### config.mk
export PLATFORM = sky130hd
export DESIGN_NAME = pixel_format_descriptor_check_unit
export DESIGN_NICKNAME = d
export VERILOG_FILES = /design/src/design/pfdc_pkg.sv /design/src/design/pixel_format_descriptor_check_unit.sv /design/src/design/pfdc_check.sv
export SDC_FILE = /design/constraint.sdc
export NUM_CORES = 1
export LEC_CHECK = 0
export ABC_AREA = 1
export BUFFER_PORTS_ARGS = -buffer_cell sky130_fd_sc_hd__buf_2
export CELL_PAD_IN_SITES_DETAIL_PLACEMENT = 1
export CELL_PAD_IN_SITES_GLOBAL_PLACEMENT = 1
export CORE_ASPECT_RATIO = 0.7
export CORE_MARGIN = 3
export CORE_UTILIZATION = 40
export CTS_BUF_LIST = sky130_fd_sc_hd__clkbuf_2 sky130_fd_sc_hd__clkbuf_4 sky130_fd_sc_hd__clkbuf_8
export DETAILED_ROUTE_END_ITERATION = 6
export PLACE_DENSITY = 0.76
export SYNTH_ARGS = -nofsm -noshare
export SYNTH_HDL_FRONTEND = slang
export SYNTH_SLANG_ARGS = --single-unit
### constraint.sdc
create_clock -name clk -period 5.9 [get_ports clk]
set_clock_uncertainty 0.1 [all_clocks]
set_input_delay 0.59 -clock clk [delete_from_list [all_inputs] [get_ports clk]]
set_output_delay 0.59 -clock clk [all_outputs]
set_load 0.02 [all_outputs]
### src/design/pfdc_pkg.sv
package pfdc_pkg;

	// Bit positions in the class/flag word
	localparam int unsigned FLAG_RGB     = 0;
	localparam int unsigned FLAG_ALPHA   = 1;
	localparam int unsigned FLAG_LUM     = 2;
	localparam int unsigned FLAG_INDEXED = 3;
	localparam int unsigned FLAG_PREMUL  = 4;
	localparam int unsigned FLAG_BSWAP   = 5;
	localparam int unsigned FLAG_ALIGNED = 6;
	localparam int unsigned FLAG_UNDEF   = 7;

	localparam int unsigned NUM_COMP      = 4;
	localparam int unsigned COMP_ALPHA    = 3;
	localparam logic [7:0]  COMP_SIZE_MAX = 8'd16;
	localparam logic [7:0]  BYTE_SIZE     = 8'd8;
	localparam logic [5:0]  INDEXED_DEPTH_MAX = 6'd8;

	// Class codes in the low four flag bits
	localparam logic [3:0] CLASS_RGB       = 4'h1;
	localparam logic [3:0] CLASS_ALPHA     = 4'h2;
	localparam logic [3:0] CLASS_RGBA      = 4'h3;
	localparam logic [3:0] CLASS_LUM       = 4'h4;
	localparam logic [3:0] CLASS_LUM_ALPHA = 4'h6;

	// Required-component masks, bit i for component i (R, G, B, A)
	localparam logic [3:0] REQ_NONE = 4'h0;
	localparam logic [3:0] REQ_RGB  = 4'h7;
	localparam logic [3:0] REQ_A    = 4'h8;
	localparam logic [3:0] REQ_RGBA = 4'hF;

	typedef struct packed {
		logic [5:0] depth;
		logic [5:0] class_flags;
		logic       has_palette;
		logic [7:0] red_size;
		logic [7:0] green_size;
		logic [7:0] blue_size;
		logic [7:0] alpha_size;
		logic [7:0] red_shift;
		logic [7:0] green_shift;
		logic [7:0] blue_shift;
		logic [7:0] alpha_shift;
	} desc_t;

	typedef struct packed {
		logic       ok;
		logic [7:0] flags_out;
		logic [7:0] red_shift_out;
		logic [7:0] green_shift_out;
		logic [7:0] blue_shift_out;
		logic [7:0] alpha_shift_out;
	} res_t;

endpackage

### src/design/pixel_format_descriptor_check_unit.sv
// Checks one packed-pixel format descriptor per transfer and returns the
// verdict, the normalised flag word and the shifts after byte-swap folding.
// An accepted descriptor is captured in the single input register feeding the
// check logic, and its result in the output register after it; one descriptor
// is taken every cycle unless the input is stalled.
// A stalled output holds its result and back-pressure reaches the input
// only when both registers are full.
module pixel_format_descriptor_check_unit
	import pfdc_pkg::*;
(
	input  logic  clk,
	input  logic  arst_n,
	input  logic  desc_valid,
	output logic  desc_stall,
	input  desc_t desc,
	output logic  res_valid,
	input  logic  res_stall,
	output res_t  res
);

	logic  valid_s1;
	desc_t desc_s1;
	res_t  res_comb;
	logic  adv_s2;

	assign adv_s2     = valid_s1 && (!res_valid || !res_stall);
	assign desc_stall = valid_s1 && !adv_s2;

	always_ff @(posedge clk or negedge arst_n) begin
		if (!arst_n) begin
			valid_s1 <= 1'b0;
		end else if (!desc_stall) begin
			valid_s1 <= desc_valid;
		end
	end

	always_ff @(posedge clk) begin
		if (desc_valid && !desc_stall) begin
			desc_s1 <= desc;
		end
	end

	pfdc_check u_check (
		.desc (desc_s1),
		.res  (res_comb)
	);

	always_ff @(posedge clk or negedge arst_n) begin
		if (!arst_n) begin
			res_valid <= 1'b0;
		end else if (!res_valid || !res_stall) begin
			res_valid <= valid_s1;
		end
	end

	// hold the result while the consumer stalls
	always_ff @(posedge clk) begin
		if (adv_s2) begin
			res <= res_comb;
		end
	end

	a_no_drop_s1: assert property (@(posedge clk) disable iff (!arst_n)
		valid_s1 && !adv_s2 |=> valid_s1)
		else $error("held descriptor dropped");

	a_invalid_no_extra: assert property (@(posedge clk) disable iff (!arst_n)
		res_valid && !res.ok |-> res.flags_out[FLAG_ALIGNED] == 1'b0 &&
			res.flags_out[FLAG_UNDEF] == 1'b0)
		else $error("computed flags on invalid result");

	a_indexed_flags: assert property (@(posedge clk) disable iff (!arst_n)
		res_valid && res.ok && res.flags_out[FLAG_INDEXED] |->
			res.flags_out[FLAG_ALIGNED] && !res.flags_out[FLAG_UNDEF] &&
			!res.flags_out[FLAG_BSWAP])
		else $error("indexed format flags wrong");

	a_premul_needs_alpha: assert property (@(posedge clk) disable iff (!arst_n)
		res_valid && res.ok && !res.flags_out[FLAG_INDEXED] &&
			!res.flags_out[FLAG_ALPHA] |-> !res.flags_out[FLAG_PREMUL])
		else $error("premultiplied kept without alpha");

endmodule

### src/design/pfdc_check.sv
module pfdc_check
	import pfdc_pkg::*;
(
	input  desc_t desc,
	output res_t  res
);

	logic [7:0]  sz [NUM_COMP];
	logic [7:0]  sh [NUM_COMP];
	logic [7:0]  sh_fold [NUM_COMP];
	logic [31:0] mask [NUM_COMP];
	logic [3:0]  present, bad, unal, straddle;
	logic [3:0]  req;
	logic [31:0] combined, depth_mask;
	logic        depth_ok, overlap_rgb, alpha_ovl, lum, lum_neq;
	logic        valid_idx, valid_comp, ok, indexed, fold;
	logic [7:0]  fl;

	assign sz[0] = desc.red_size;
	assign sz[1] = desc.green_size;
	assign sz[2] = desc.blue_size;
	assign sz[3] = desc.alpha_size;
	assign sh[0] = desc.red_shift;
	assign sh[1] = desc.green_shift;
	assign sh[2] = desc.blue_shift;
	assign sh[3] = desc.alpha_shift;

	always_comb begin
		case (desc.depth)
			6'd1, 6'd2, 6'd4, 6'd8, 6'd16, 6'd24, 6'd32: depth_ok = 1'b1;
			default: depth_ok = 1'b0;
		endcase
	end

	always_comb begin
		case (desc.class_flags[3:0])
			CLASS_RGB:       req = REQ_RGB;
			CLASS_ALPHA:     req = REQ_A;
			CLASS_RGBA:      req = REQ_RGBA;
			CLASS_LUM:       req = REQ_RGB;
			CLASS_LUM_ALPHA: req = REQ_RGBA;
			default:         req = REQ_NONE;
		endcase
	end

	for (genvar i = 0; i < NUM_COMP; i++) begin : g_comp
		logic [8:0]  sum;
		logic [8:0]  last;
		logic [31:0] low_bits;
		assign sum      = {1'b0, sh[i]} + {1'b0, sz[i]};
		assign last     = sum - 9'd1;
		assign present[i] = sz[i] != 8'd0;
		assign bad[i]   = present[i]
			? (!req[i] || sz[i] > COMP_SIZE_MAX || sum > {3'b0, desc.depth})
			: (req[i] || sh[i] != 8'd0);
		assign unal[i]  = present[i] && (sz[i] != BYTE_SIZE || sh[i][2:0] != 3'd0);
		assign straddle[i] = present[i] && ({1'b0, sh[i][7:3]} != last[8:3]);
		// mask only matters once size and fit checks have passed
		assign low_bits = (32'd1 << sz[i][4:0]) - 32'd1;
		assign mask[i]  = present[i] ? (low_bits << sh[i][4:0]) : 32'd0;
		assign sh_fold[i] = present[i] ? (8'({2'b0, desc.depth}) - sh[i] - sz[i]) : sh[i];
	end

	assign combined    = mask[0] | mask[1] | mask[2] | mask[3];
	assign depth_mask  = desc.depth[5] ? '1 : ((32'd1 << desc.depth[4:0]) - 32'd1);
	assign overlap_rgb = |((mask[0] & mask[1]) | (mask[0] & mask[2]) | (mask[1] & mask[2]));
	assign alpha_ovl   = |(mask[COMP_ALPHA] & (mask[0] | mask[1] | mask[2]));
	assign lum         = desc.class_flags[FLAG_LUM];
	assign lum_neq     = lum && (sz[0] != sz[1] || sh[0] != sh[1] ||
		sz[1] != sz[2] || sh[1] != sh[2]);
	assign indexed     = desc.class_flags[FLAG_INDEXED];

	assign valid_idx  = desc.depth <= INDEXED_DEPTH_MAX && desc.has_palette;
	assign valid_comp = req != REQ_NONE && bad == 4'd0 && !alpha_ovl &&
		(lum == overlap_rgb) && !lum_neq;
	assign ok = depth_ok && (indexed ? valid_idx : valid_comp);

	// fold byte swap into shifts for non-indexed depths above a byte when nothing straddles a byte
	assign fold = desc.class_flags[FLAG_BSWAP] && !indexed &&
		desc.depth > BYTE_SIZE[5:0] && straddle == 4'd0;

	always_comb begin
		fl = {2'b00, desc.class_flags};
		if (!indexed && !desc.class_flags[FLAG_ALPHA])
			fl[FLAG_PREMUL] = 1'b0;
		if (desc.depth <= BYTE_SIZE[5:0] || fold)
			fl[FLAG_BSWAP] = 1'b0;
		fl[FLAG_ALIGNED] = indexed || unal == 4'd0;
		fl[FLAG_UNDEF]   = !indexed && combined != depth_mask;
	end

	always_comb begin
		res.ok              = ok;
		res.flags_out       = ok ? fl : {2'b00, desc.class_flags};
		res.red_shift_out   = (ok && fold) ? sh_fold[0] : sh[0];
		res.green_shift_out = (ok && fold) ? sh_fold[1] : sh[1];
		res.blue_shift_out  = (ok && fold) ? sh_fold[2] : sh[2];
		res.alpha_shift_out = (ok && fold) ? sh_fold[3] : sh[3];
	end

endmodule
==> impl_metrics.tcl, run 1 <==
set metrics [dict create \
    run_status "completed" \
    rows 73 \
    initial_core_util_pct 40.8 \
    dpl-instance-area_mm2 0.0247 \
    r2r_cells 29 \
    syn-num-nets 4288 \
    synth_fa_ha_area_share_pct 9.21 \
    synth_compound_area_share_pct 8.09 \
    power_uw 5110 \
    die_y_um 208 \
    drtAntennaViolNets 0 \
    start_kind "register" \
    grt_remaining_overflow 0 \
    clk_latency_ns 0.56 \
    antenna_found_initial 2 \
    layout_common_cells "nand2_1, nand3_1, nor2_1, inv_1, nand4_1" \
    first_global_vias 27326 \
    powerDensity_mw_per_mm2 203 \
    maxCapViolations 0 \
    cts_root_buf "clkbuf_8" \
    critPathTopFamily "simple AND/OR/NAND/NOR gates" \
    crit_start "desc_s1[56]" \
    dr.pass1.iters 5 \
    vdd_drop_max_mv 0.170 \
    final_hold_viol_count 0 \
    drc 0 \
    r2r-end "res[0]" \
    cp_num_buf_inv 2 \
    slowest_delay_ns 0.61 \
    synthCells 4054 \
    pre_cts_ws_ns 0.479 \
    hp-class "input port to register" \
    finalCritPeriodShare_pct 93.2 \
    synth-seq-cells 120 \
    worst-path-max-fanout 24 \
    synth_top_family_by_area "simple AND/OR/NAND/NOR gates" \
    synth_xor_xnor_area_share_pct 3.97 \
    postCtsSetupRepairBufs 0 \
    cp_common_cell "nand2_1" \
    slew_violations 0 \
    dr.first_iter.drc_count 3283 \
    timing.max_slew.rel_slack_pct 22.6 \
    die_area_mm2 0.0615 \
    holdPathEnd "desc_s1[59]" \
    final_common_cell "nand2_1" \
    rsz0062_at_grt "false" \
    htreeDepth 4 \
    syn2layout_area_growth_pct 7.65 \
    wl_um 113000 \
    async_flop_share_pct 1.67 \
    synth_edf_count 118 \
    final_layout_size_suffix_gt1_share_pct 9.46 \
    netlist_area_mm2 0.0234 \
    numCtsBuffers 17 \
    synth_flop_cell "edfxtp_1" \
    fin_cells 4861 \
    num_vias 28938 \
    via_per_inst 5.95 \
    cp.arrival_ns 5.68 \
    max_freq_mhz 182 \
    clkTransAtPathRegs_ns 0.12 \
    gp_congestion 1.02 \
    grt_max_degree 47 \
    synth_warnings 0 \
    setup_ws_ns 0.403 \
    dp.cells 4827 \
    fin_area_mm2 0.0252 \
    critPathCaptureType "register" \
    ys_types 58 \
    cts.sinks 120 \
    layout_min_cycle_time_ns 5.50 \
    p_leak_uw 0.0131 \
    routedWlPerCell_um 23.2 \
    syn_area_per_cell_um2 5.77 \
    yosysSeqAreaShare_pct 15.4 \
    finalSetupTns_ns 0 \
    reg2reg_from "desc_s1[56]" \
    critPathSlowestCell "edfxtp_1" \
    fp.dieW_um 295 \
    worst_pin_slew_ns 1.16 \
    clockBufferDepth 2 \
    yosys.area_share.simple_pct 52.9 \
    place.port_buffers 123 \
    hpwl_um 90500 \
    io_pins 124 \
    core_mm2 0.0573 \
    setup_viol 0 \
    final_nets 4331 \
    cts_tree "built" \
    track_usage_pct 35.9 \
    min-delay-start "desc[59]" \
    worstPathRequired_ns 6.08 \
    grt_pass1_wl_um 169000 \
    path_class "register to register" \
    synthMuxAreaShare_pct 0 \
    fillers 8120 \
    whs_path_depth 1 \
    reg2reg_slack_ns 0.40 \
]
[worst reg2reg max path, delay by kind of cell (launching register included)]
| family | cells | cell delay (ns) |
|---|---|---|
| compound gates | 3 | 0.45 |
| xor+xnor | 1 | 0.20 |
| fa+ha+maj | 3 | 0.96 |
| buf+inv | 2 | 0.40 |
| flops | 1 | 0.61 |
| simple gates | 20 | 2.54 |
[routing by layer]
layer  wire length [µm]  GRT usage (%)  vias up
li1                   -              -    13616
met4               2540           7.73        2
met3              10900           8.25      130
met2              44600           49.5     1305
met1              54500           55.5    13885
met5                 13              0        -
[registers in the layout, summed over array words and instances (netlist names)]
| register | flops |
|---|---|
| valid_s1 | 1 |
| desc_s1 | 77 |
| res | 41 |
| res_valid | 1 |
[where the power goes]
| group | switching, µW | internal [µW] | leakage, µW | total, µW |
|---|---|---|---|---|
| clock network | 450 | 414 | 0.000205 | 864 |
| logic | 2180 | 949 | 0.0117 | 3130 |
| registers | 89.9 | 1030 | 0.00116 | 1120 |
| total | 2720 | 2390 | 0.0131 | 5110 |
[how the worst max path moves through the flow]
stage,to,slack [ns],cells past startpoint
global route,res[19],0.03,29
finish,res[0],0.40,29
floorplan,res[29],1.26,33
detailed placement,res[0],0.48,29
CTS,res[3],0.44,29
global placement,res[21],0.66,29
[cells by family (layout without fill, tap and decap cells)]
logic type,after synthesis,after routing
xor+xnor,106,106
simple gates,2738,2738
buf+inv,602,658
flops,120,120
compound gates,335,335
fa+ha+maj,153,153
other cells,0,1
[cell usage after synthesis, drive strengths merged, types with 2 or more instances]
| cell type | instances | area share (%) |
|---|---|---|
| o21ai | 130 | 2.8 |
| xor2 | 71 | 2.7 |
| a21oi | 128 | 2.7 |
| and3 | 2 | 0.053 |
| o2111ai | 13 | 0.49 |
| ha | 121 | 6.5 |
| xnor2 | 35 | 1.3 |
| nand3 | 878 | 19 |
| inv | 400 | 6.4 |
| nand4 | 154 | 4.5 |
| nor3 | 38 | 0.81 |
| dfrtp | 2 | 0.21 |
| o311ai | 5 | 0.19 |
| o211ai | 22 | 0.71 |
| nor4 | 10 | 0.33 |
| o22ai | 3 | 0.080 |
| a41oi | 3 | 0.11 |
| o221ai | 4 | 0.15 |
| nand2 | 1200 | 19 |
| clkinv | 11 | 0.18 |
| nand3b | 13 | 0.42 |
| or2 | 16 | 0.43 |
| fa | 32 | 2.7 |
| a31oi | 7 | 0.19 |
| buf | 113 | 2.6 |
| o31ai | 4 | 0.13 |
| clkbuf | 78 | 1.3 |
| edfxtp | 118 | 15 |
| a21boi | 2 | 0.064 |
| and2 | 2 | 0.053 |
| o21bai | 7 | 0.22 |
| nor2 | 423 | 7.8 |
| o21a | 2 | 0.064 |
[cell type report]
type | instances | area (µm²) | area share [%]
Clock buffer | 21 | 277 | 1.10
Clock inverter | 11 | 136 | 0.542
Tap cell | 750 | 938 | 3.73
Multi-Input combinational cell | 3332 | 17400 | 69.0
Antenna cell | 1 | 2.50 | 0.00994
Timing Repair Buffer | 215 | 1310 | 5.20
Sequential cell | 120 | 3590 | 14.3
Inverter | 411 | 1550 | 6.15
[through the flow]
step | utilization [%] | hold slack (ns)
after global placement | 43.2 | 0.279
after floorplan | - | 0.194
final | 44.0 | 0.0986
after CTS | 44.0 | 0.0639
after global routing | 44.0 | 0.0840
after detailed placement | 43.2 | 0.278
[repair_timing]
item | in CTS | in global routing
hold endpoints to repair | 2 | 0
hold buffers | 1 | 0
resized for setup | 0 | 1
setup endpoints to repair | 0 | 5
No activity file was read; power rests on OpenSTA's default activity.
==> run 2, diff against run 1 <==
- SETUP_SLACK_MARGIN: not set -> 0.2
- SYNTH_HIERARCHICAL: not set -> 1
==> impl_metrics.tcl, run 2 <==
set metrics [dict create \
    synth_top_area_share_pct 19.0 \
    reg2reg_slack_ns 0.69 \
    finalCritPeriodShare_pct 88.2 \
    finalSetupTns_ns 0 \
    drtAntennaViolNets 0 \
    cts_tree "built" \
    via_per_inst 5.99 \
    clkTransAtPathRegs_ns 0.12 \
    r2r_cells 26 \
    grt_pass1_wl_um 168000 \
    cts.sinks 120 \
    p_leak_uw 0.0128 \
    powerDensity_mw_per_mm2 184 \
    hp-class "input port to register" \
    ys_types 59 \
    reg_top3 "desc_s1 x77, res x41" \
    cts_root_buf "clkbuf_8" \
    whs_path_depth 1 \
    first_global_vias 27084 \
    yosysSeqAreaShare_pct 15.7 \
    rows 72 \
    reg2reg_from "desc_s1[56]" \
    initial_core_util_pct 41.0 \
    critPathCaptureType "register" \
    timing.max_slew.rel_slack_pct 14.3 \
    run_status "completed" \
    ys_top_cells_by_area "nand2_1, nand3_1, edfxtp_1, ha_1, nor2_1" \
    grt_max_degree 51 \
    min-delay-start "desc[55]" \
    worst-path-max-fanout 20 \
    routedWlPerCell_um 23.6 \
    r2r-end "res[1]" \
    worst_pin_slew_ns 1.27 \
    num_vias 28678 \
    clk_latency_ns 0.58 \
    hpwl_um 90400 \
    grt_remaining_overflow 0 \
    wl_um 113000 \
    synthCells 3977 \
    final_layout_size_suffix_gt1_share_pct 9.73 \
    place.port_buffers 123 \
    numCtsBuffers 17 \
    synth_flop_cell "edfxtp_1" \
    synth_warnings 6 \
    io_pins 124 \
    layout_common_cells "nand2_1, nand3_1, nor2_1, inv_1, nand4_1" \
    syn2layout_area_growth_pct 8.53 \
    vdd_drop_max_mv 0.188 \
    final_hold_viol_count 0 \
    setup_viol 0 \
    cp.arrival_ns 5.41 \
    synth_edf_count 118 \
    gp_congestion 1.08 \
    slew_violations 0 \
    fp.dieW_um 292 \
    syn_area_per_cell_um2 5.77 \
    path_class "register to register" \
    yosysMostFrequentCell "nand2_1" \
    htreeDepth 4 \
    syn-num-nets 4211 \
    antenna_found_initial 2 \
    async_flop_share_pct 1.67 \
    largest_reg_flops 77 \
    rsz0062_at_grt "false" \
    netlist_area_mm2 0.0229 \
    die_y_um 206 \
    die_area_mm2 0.0603 \
    final_nets 4269 \
    power_uw 4590 \
    dr.first_iter.drc_count 3493 \
    drc 0 \
    core_mm2 0.0559 \
    regMostFlops "desc_s1" \
    hold_ws_ns 0.0817 \
    synth-seq-cells 120 \
    maxCapViolations 0 \
    holdPathEnd "desc_s1[55]" \
    start_kind "register" \
    max_freq_mhz 192 \
    yosys-top-cells-count "nand2_1, nand3_1, nor2_1" \
    track_usage_pct 36.6 \
    final_common_cell "nand2_1" \
    clockBufferDepth 2 \
    worstPathRequired_ns 6.11 \
    synth_top_area_cell "nand2_1" \
    dr.pass1.iters 7 \
    layout_min_cycle_time_ns 5.21 \
]
==> run 2: cell count changes after synthesis, sizes merged, moves of 10 or more <==
cell	change
buf	-15
clkbuf	+22
inv	-28
nand2	-24
nand3	-52
nand4	+10
nor2	-39
o21ai	+41
or2	+15
==> run 2: area by class of cell <==
| cell class | instances | area, µm² |
|---|---|---|
| repair buffers | 236 | 1480 |
| flip-flops and latches | 120 | 3590 |
| inverters | 382 | 1440 |
| multi-input cells | 3278 | 17100 |
| fillers | 7896 | 31000 |
| clock buffers | 17 | 234 |
| clock inverters | 15 | 141 |
| well taps | 740 | 926 |
| diodes | 2 | 5.00 |
==> run 2: how the worst max path moves through the flow <==
stage	endpoint	cells after the start	slack (ns)	start
floorplan	res[28]	32	1.23	desc_s1[26]
global route	res[27]	30	0.22	desc_s1[40]
global placement	res[8]	28	0.50	desc_s1[59]
detailed placement	res[17]	28	0.45	desc_s1[59]
CTS	res[11]	28	0.43	desc_s1[59]
finish	res[1]	26	0.69	desc_s1[56]
==> run 2: logic make-up (layout without fill, tap and decap cells) <==
group / count (synthesis) / in the layout / synth area share (%)
and+or+nand+nor: 2641 / 2642 / 51.6
buffers and inverters: 580 / 650 / 10.1
AOI/OAI and AO/OA: 381 / 381 / 9.31
adders and majority gates: 153 / 153 / 9.39
DFF: 120 / 120 / 15.7
xor gates and xnor gates: 101 / 101 / 3.86
muxes: 1 / 1 / 0.0436
other: 0 / 2 / 0
==> run 2: worst max-delay path: stages (launching register included) <==
cell and delay, ns:
edfxtp_1 0.56, ha_1 0.30, fa_1 0.44, a31oi_1 0.21, xor2_1 0.19, inv_1 0.10
ha_1 0.33, nand4_1 0.12, or3b_2 0.45, nand2_1 0.08, nand4_1 0.14, nand2_1 0.11
nand3_1 0.11, nor2_1 0.11, nand2_1 0.07, nor2_1 0.10, nand3_1 0.08, nor2_1 0.11
nand2_1 0.07, nor2_1 0.08, nand3_1 0.07, nor2_1 0.09, nand3_1 0.18, nand2_8 0.23
nand3_4 0.30, nand2_1 0.17, nand2_1 0.06
==> run 2: metal layers <==
layer | routed length [µm] | track usage, % | up-vias
met5 | 152 | 0 | -
met4 | 2860 | 9.51 | 4
met3 | 14100 | 13.7 | 153
met2 | 43800 | 50.4 | 1333
met1 | 52200 | 52.9 | 13750
li1 | - | - | 13438
==> run 2: timing repair <==
item                                    CTS  global route
resized for setup                         0             3
hold buffers                              1             0
endpoints found under the setup margin    0            30
buffers inserted                          0            11
endpoints found under the hold margin     2             0
==> run 2: per-stage QoR <==
step	std cells	setup slack, ns	cell area, µm²	util, %
after global placement	4743	0.497	24400	43.6
after detailed placement	4743	0.447	24400	43.6
after CTS	4776	0.427	24800	44.3
final	4790	0.694	24900	44.5
after floorplan	3977	1.23	22900	-
after global routing	4788	0.224	24900	44.5
==> run 2: power breakdown <==
part / leakage, µW / switching, µW / internal [µW]
Combinational: 0.0115 / 1900 / 823
Clock: 0.000178 / 440 / 338
Sequential: 0.00116 / 71.7 / 1010
Total: 0.0128 / 2420 / 2170
